`config.mk`:
```
export PLATFORM = sky130hd
export DESIGN_NAME = how_interp
export DESIGN_NICKNAME = d
export VERILOG_FILES = /design/src/how_pkg.sv /design/src/how_interp.sv
export SDC_FILE = /design/constraint.sdc
export NUM_CORES = 1
export LEC_CHECK = 0
export CAP_MARGIN = 40
export CORE_MARGIN = 8
export CORE_UTILIZATION = 40
export CTS_CLUSTER_SIZE = 30
export DETAILED_ROUTE_END_ITERATION = 12
export DONT_BUFFER_PORTS = 1
export PLACE_DENSITY = 0.65
export SYNTH_ARGS = -nofsm -noshare
export SYNTH_HDL_FRONTEND = slang
export SYNTH_SLANG_ARGS = --single-unit
```
`constraint.sdc`:
```
create_clock -name clock -period 12.9 [get_ports clock]
set_input_delay 2.58 -clock clock [delete_from_list [all_inputs] [get_ports clock]]
set_output_delay 2.58 -clock clock [all_outputs]
set_load 0.01 [all_outputs]
```
`src/how_pkg.sv`:
```
// how_pkg: shared types and constants of the horizontal offset warp block.
// No dependencies; imported by every module of the block.
package how_pkg;

   localparam int MAX_CHANNELS = 16;
   localparam int MAX_WIDTH    = 128;
   localparam int FRAC_BITS    = 8;

   localparam int CH_W    = $clog2(MAX_CHANNELS);
   localparam int COL_W   = $clog2(MAX_WIDTH);
   localparam int ADDR_W  = CH_W + COL_W;
   localparam int DEPTH   = MAX_CHANNELS * MAX_WIDTH;
   localparam int SMP_W   = 8;
   localparam int NCH_W   = 5;
   localparam int WID_W   = 8;
   localparam int CSR_W   = 8;

   typedef enum logic {
      OP_LOAD = 1'b0,
      OP_WARP = 1'b1
   } op_type;

   typedef enum logic {
      REG_CHANNELS = 1'b0,
      REG_WIDTH    = 1'b1
   } reg_type;

   typedef enum logic [2:0] {
      S_IDLE,
      S_READ,
      S_MUL,
      S_ADD,
      S_SEND
   } state_type;

   typedef struct packed {
      logic mul_en;
      logic add_en;
   } interp_ctl_type;

endpackage

```
`src/how_interp.sv`:
```
// how_interp: shared interpolation unit, one multiply then one add per channel.
// Depends on how_pkg.
module how_interp (
   input  logic                    clock,
   input  how_pkg::interp_ctl_type ctl,
   input  logic signed [7:0]       rd_right,
   input  logic signed [7:0]       rd_left,
   input  logic                    right_ok,
   input  logic                    left_ok,
   input  logic signed [7:0]       frac,
   output logic signed [7:0]       sample
);
   import how_pkg::*;

   logic signed [SMP_W-1:0]   r_val;
   logic signed [SMP_W-1:0]   l_val;
   logic signed [SMP_W-1:0]   diff;
   logic signed [2*SMP_W-1:0] prod_in;
   logic signed [2*SMP_W-1:0] prod_ff;
   logic signed [SMP_W-1:0]   r_ff;
   logic [2*SMP_W-1:0]        sum;
   logic signed [SMP_W-1:0]   sample_ff;

   assign r_val   = right_ok ? rd_right : '0;
   assign l_val   = left_ok  ? rd_left  : '0;
   assign diff    = l_val - r_val;
   assign prod_in = diff * frac;
   assign sum     = {r_ff, {FRAC_BITS{1'b0}}} + prod_ff;

   always_ff @(posedge clock) begin
      if (ctl.mul_en) begin
         prod_ff <= prod_in;
         r_ff    <= r_val;
      end
      if (ctl.add_en) begin
         sample_ff <= sum[FRAC_BITS +: SMP_W];
      end
   end

   assign sample = sample_ff;

endmodule
```
# == Word level (Yosys, flattened, before mapping) ==
# Index checks and enable logic that the tools add are counted.
# Widths: inputs -> output; s select.
# totals
reg_bits,32
latchBits,0
mem_bits_rw,0
mem_bits_ro,0
output_inout_bits,8
memories,0
# classes
addsub,2
multipliers,1
div,0
n_lt_le_gt_ge,0
n_eq_ne,0
shift,0
mux,2
n_bitwise,0
n_reduce_logical,0
# ops
cell,count
$add 16x16->16,1
$mul 8x8->16,1
$mux 8,2
$sub 8x8->8,1

# == Longest topological paths before layout ==
# Gate-level depths: netlist (run 1).
# depth
word_depth,3
mapped_depth,24
depth_no_buf,24

# == Worst setup path after synthesis (run 1) ==
# OpenSTA, ideal clock, no wires.
# synth_timing
path_kind,input -> register
startpoint,input port rd_right[0]
endpoint,"register prod_ff[15], data pin"
arrival_time_ps,7596
required_time_ps,12636
path_slack_ps,5040
path_stages,23
path_buffers,0
path_cell_list,and2_1 -> ha_1 -> fa_1 -> nor2b_1 -> o21ai_1 -> nand2b_1 -> a21o_1 -> a21oi_4 -> mux2_4 -> fa_1 -> inv_1 -> fa_1 -> fa_1 -> inv_1 -> fa_1 -> inv_1 -> ha_1 -> a21o_1 -> a21o_1 -> a21oi_1 -> o21ai_1 -> o31ai_1 -> xnor2_1
# synth_between
elab_chain_len,3
# synth_lines
element,line,text
"start, declared",how_interp.sv:6,"input logic signed [7:0] rd_right,"
$mux 8,how_interp.sv:24,assign r_val = right_ok ? rd_right : '0;
$sub 8x8->8,how_interp.sv:26,assign diff = l_val - r_val;
$mul 8x8->16,how_interp.sv:27,assign prod_in = diff * frac;
named net prod_in[15],how_interp.sv:18,logic signed [2*SMP_W-1:0] prod_in;
"end signal, assigned",how_interp.sv:32,prod_ff <= prod_in;
"end, declared",how_interp.sv:19,logic signed [2*SMP_W-1:0] prod_ff;
# The timed path passes the listed nets, and every way through them passes these cells.
# A chain may end at the register's enable or synchronous reset.

# == Final worst setup path (run 1) ==
# layout_timing
startpoint,input port rd_left[1]
endpoint,"register prod_ff[15], data pin"
# layout_between
elab_chain_len,3
# layout_lines
element,line,text
"start, declared",how_interp.sv:7,"input logic signed [7:0] rd_left,"
$mux 8,how_interp.sv:25,assign l_val = left_ok ? rd_left : '0;
$sub 8x8->8,how_interp.sv:26,
$mul 8x8->16,how_interp.sv:27,
named net prod_in[15],how_interp.sv:18,
# The timed path passes the listed nets, and every way through them passes these cells.

==> metrics.txt, run 1 <==
status=complete, no violations; TritonCTS Buffers=3; DR WL/cell=13.5 µm; RSZ-0062 raised after global routing=false; Post-DRT Antenna Nets=0; vias in the first global route=2652; Fin Setup TNS=0 ns; main area contributors after synthesis=fa_1, edfxtp_1, ha_1; syn nets=518; Yosys cell types=32; Max Cap Viol=0; min cycle time layout=8.11 ns; largest net degree at the start of global routing=18; Crit Path Class=primary input to flop; CTS Hold Bufs=0; DP Worst Slack=4.54 ns; Core Util, Final=43.7%; critical path capture point type=flop; Die Wd=114 µm; Sink Count=24; worst-path fanout max=11; Via density=4.69; setup bufs post-CTS=0; CTS tree=built; cell count after synthesis=393; post-cts gate resize count=0; Yosys reg bits=24; Global Route Usage Sum=11.6%; htree depth=1; most frequent CP cell=fa_1; Initial Utilization=41.4%; # port buffers=0; worst skew pair latency=0.26 ns; worst-margin pin slew=0.690 ns; most common library cell in the layout ignoring fill and taps=inv_1; layout cell share with drive strength beyond 1=2.54%; mean post-synth cell area=9.78 µm²; vias=2447; Area Growth Syn to Fin=5.63%; Rows=35; R2R cell count=9; slew margin rel.=53.8%; largest area contributor in the netlist=fa_1; drc violations=0; GP Congestion=0.834; height of the chip=114 µm; clk_skew=0.00252 ns; slowest library cell on the worst path=xor2_1; hold path cells=1; core area=0.00928 mm²; global route overflow=0; crit path DAT=8.12 ns; Hold EP=sample[0]; RR Startpoint=prod_ff[8]; Buf/Inv on CP=3; fin worst setup slack=4.79 ns; sequential area share after synthesis=18.8%; nets=519; fin. max-slew vios=0; Starting DRT DRC Count=113; Peak Freq=123 MHz; crit share post-route=62.9%; YS warnings=0; CP Launch Type=primary input; fraction of registers with async set/reset=0%; first-pass GRT wire length=12.2 mm; CP peak stage delay=0.58 ns; WHS=0.566 ns; clock buffer depth=2; Synth Flop Type=edfxtp_1; DP Wirelength=6.29 mm; post-synth design cell area=0.00384 mm²; # diodes=0; Worst Min Path Start=r_ff[0]; fill count=930; CP top delay family=adder cells; Pre-Repair DR Iteration Count=4; die area=0.0130 mm²; final wirelength=7.05 mm; commonest cells after routing, fill and taps aside=inv_1, fa_1, ha_1; reg-to-reg endpoint=sample[6]; final-report setup violation count=0; WP data required=12.91 ns; R2R Setup Slk=10.80 ns; antenna violations before repair=0; Hold Fails Final Rpt=0; post-synth top area share=28.7%; CTS root buffer=clkbuf_8; Post-synth EDFFs=24; clk slew on worst S/H paths=0.08 ns; worst hold path type=flop to flop; # IOs=37; crit-path cells=and2_1 > ha_1 > nor2b_1 > o21ai_1 > a21oi_1 > o41a_1 > xor2_1 > nand2_1 > fa_1 > inv_1 > fa_1 > fa_1 > inv_1 > fa_1 > inv_1 > ha_1 > a21o_1 > a21o_1 > a21oi_1 > o21ai_1 > o31ai_1 > xnor2_1
-- worst max path at each step --
stage	from	endpoint	slack, ns	cells after the start
2_1_floorplan	rd_right[0]	prod_ff[15]	5.04	23
3_3_place_gp	rd_left[1]	prod_ff[15]	4.70	22
3_5_place_dp	rd_left[6]	prod_ff[15]	4.54	21
4_1_cts	rd_left[1]	prod_ff[15]	4.81	22
5_1_grt	rd_left[6]	prod_ff[15]	4.33	21
6_report	rd_left[1]	prod_ff[15]	4.79	22
-- state kept, by name, indices dropped and copies added (netlist names) --
signal   cells
r_ff         8
prod_ff      8
sample       8
-- cells by family (layout without fill, tap and decap cells) --
logic type / count (synthesis) / in the layout / share of synthesized area, %
AOI/OAI and AO/OA: 30 / 30 / 5.18
xor gates and xnor gates: 27 / 27 / 6.15
adders and majority gates: 96 / 96 / 42.0
buffers and inverters: 91 / 91 / 8.92
DFF: 24 / 24 / 18.8
muxes: 9 / 9 / 2.90
and+or+nand+nor: 116 / 116 / 16.1
-- layout make-up --
type | instances | area (µm²) | share of cell area [%]
tap | 129 | 161 | 3.98
multi-input combinational | 278 | 2780 | 68.5
clock inverter | 1 | 30.0 | 0.740
sequential | 24 | 721 | 17.8
inverter | 87 | 327 | 8.05
clock buffer | 3 | 41.3 | 1.02
-- cell usage after synthesis (3+ instances only) --
master    instances
mux2_4            4
nor2_1           15
mux2i_1           4
xnor2_1          19
clkbuf_1          3
o21ai_0           7
edfxtp_1         24
nor2b_1          13
o21ai_1           3
ha_1             41
xor2_1            8
a21o_1            5
nand2_1          29
nand2b_1         15
and2_1           40
inv_1            87
a21oi_1           7
fa_1             55
-- per-stage QoR --
stage               std cells  instance area, µm²
floorplan                 393                3840
global placement          518                3990
detailed placement        518                3990
CTS                       522                4060
global route              522                4060
finish                    522                4060
-- per-layer routing --
layer,vias to the layer above,GRT usage [%],routed length (µm)
met1,1196,13.7,3200
met3,6,1.85,277
met4,0,3.64,72
li1,1209,-,-
met2,36,21.0,3500
met5,-,0,0
Power of run 1 is not shown: default switching activity piles up to over one toggle a cycle in this logic, so the estimate is an artifact.
==> inputs of run 2 (changes only) <==
--- a/config.mk
+++ b/config.mk
@@ -11,7 +11,7 @@
 export CTS_CLUSTER_SIZE = 30
 export DETAILED_ROUTE_END_ITERATION = 12
 export DONT_BUFFER_PORTS = 1
-export PLACE_DENSITY = 0.65
+export PLACE_DENSITY = 0.67
 export SYNTH_ARGS = -nofsm -noshare
 export SYNTH_HDL_FRONTEND = slang
 export SYNTH_SLANG_ARGS = --single-unit
==> constraint.sdc (replaced) <==
create_clock -name clock -period 7.28 [get_ports clock]
set_input_delay 1.456 -clock clock [delete_from_list [all_inputs] [get_ports clock]]
set_output_delay 1.456 -clock clock [all_outputs]
set_load 0.01 [all_outputs]
==> metrics.txt, run 2 (synthesis results as in run 1) <==
status=complete, no violations; height of the chip=114 µm; Peak Freq=148 MHz; Max Cap Viol=0; Initial Utilization=41.4%; post-layout instance area=0.00407 mm²; fin. max-slew vios=0; Sink Count=24; WP data required=7.30 ns; vias=2505; antenna violations before repair=0; Via density=4.75; RSZ-0062 raised after global routing=false; Core Util, Final=43.9%; crit-path cells=and2_1 > ha_1 > nor2b_1 > o21ai_1 > a21oi_1 > o41a_1 > xor2_2 > nand2_1 > fa_1 > inv_1 > fa_1 > fa_1 > inv_1 > fa_1 > inv_1 > ha_1 > a21o_1 > a21o_1 > a21oi_1 > o21ai_1 > o31ai_1 > xnor2_1; clk_skew=0.00486 ns; drc violations=0; Hold Fails Final Rpt=0; commonest cells after routing, fill and taps aside=inv_1, fa_1, ha_1; worst hold path type=flop to flop; Post-DRT Antenna Nets=0; TritonCTS Buffers=3; Area Growth Syn to Fin=5.99%; Worst Min Path Start=r_ff[0]; CP top delay family=adder cells; slew margin rel.=53.2%; Crit Path Class=primary input to flop; worst skew pair latency=0.26 ns; Buf/Inv on CP=3; DR WL/cell=13.9 µm; Starting DRT DRC Count=109; crit share post-route=92.8%; htree depth=1; layout cell share with drive strength beyond 1=3.53%; clock buffer depth=2; global route overflow=0; critical path capture point type=flop; min cycle time layout=6.75 ns; RR Startpoint=prod_ff[9]; R2R Setup Slk=5.26 ns; CTS tree=built; most frequent CP cell=fa_1; Global Route Usage Sum=12.2%; DP Wirelength=6.52 mm; Die Wd=114 µm; R2R cell count=6; final-report setup violation count=0; hold path cells=1; most common library cell in the layout ignoring fill and taps=inv_1; setup bufs post-CTS=0; largest net degree at the start of global routing=17; fill count=902; Rows=35; # port buffers=0; final wirelength=7.34 mm; worst-margin pin slew=0.698 ns; Area after DPL=0.00402 mm²; reg-to-reg endpoint=sample[7]; Inst Count DP=522; slowest library cell on the worst path=fa_1; core area=0.00928 mm²; CP Launch Type=primary input; Final Non-Filler Cells=527; # IOs=37; Fin Setup TNS=0 ns; CP peak stage delay=0.54 ns; first-pass GRT wire length=12.8 mm; register area=721 µm²; Pre-Repair DR Iteration Count=4; nets=523; worst-path fanout max=11; CTS root buffer=clkbuf_8; Hold EP=sample[0]; die area=0.0130 mm²; Multi-input gate area=0.00279 mm²; crit path DAT=6.77 ns; clk slew on worst S/H paths=0.08 ns; vias in the first global route=2752; GP Congestion=0.795
## run 2: cell count changes in the layout (fill, tap and decap cells not counted), sizes merged
cell	change
bufinv	-1
clkinv	+1
diode	+1
buf	+4
## run 2: through the flow
stage / setup slack, ns / hold slack (ns)
2_1_floorplan: 0.544 / 0.513
3_3_place_gp: 0.239 / 0.528
3_5_place_dp: 0.0576 / 0.528
4_1_cts: 0.323 / 0.552
5_1_grt: 0.191 / 0.569
6_report: 0.527 / 0.551
## run 2: what timing repair did
action,in CTS,in global routing
resized for setup,0,1
hold buffers,0,0
setup endpoints to repair,0,1
## run 2: worst max-delay path by stage
| stage | startpoint | end | slack, ns | cells past startpoint |
|---|---|---|---|---|
| 5_1_grt | rd_left[1] | prod_ff[15] | 0.19 | 22 |
| 3_3_place_gp | rd_left[1] | prod_ff[15] | 0.24 | 22 |
| 6_report | rd_left[1] | prod_ff[15] | 0.53 | 22 |
| 4_1_cts | rd_left[1] | prod_ff[15] | 0.32 | 22 |
| 2_1_floorplan | rd_right[0] | prod_ff[15] | 0.54 | 23 |
| 3_5_place_dp | rd_left[1] | prod_ff[15] | 0.06 | 22 |
## run 2: cell type report
cell class	count	share of cell area, %
antenna	1	0.0614
clock buffer	3	1.01
clock inverter	1	0.0922
inverter	87	8.02
multi-input combinational	278	68.4
sequential	24	17.7
tap	129	3.96
timing repair buffer	4	0.737
## run 2: per-layer routing
metal	wire length, µm	vias to the layer above	global-route usage [%]
met3	317	10	1.80
met4	67	0	2.66
met2	3780	47	22.7
met5	0	-	0
li1	-	1221	-
met1	3170	1227	14.3
Power of run 2 is left out for the same reason.
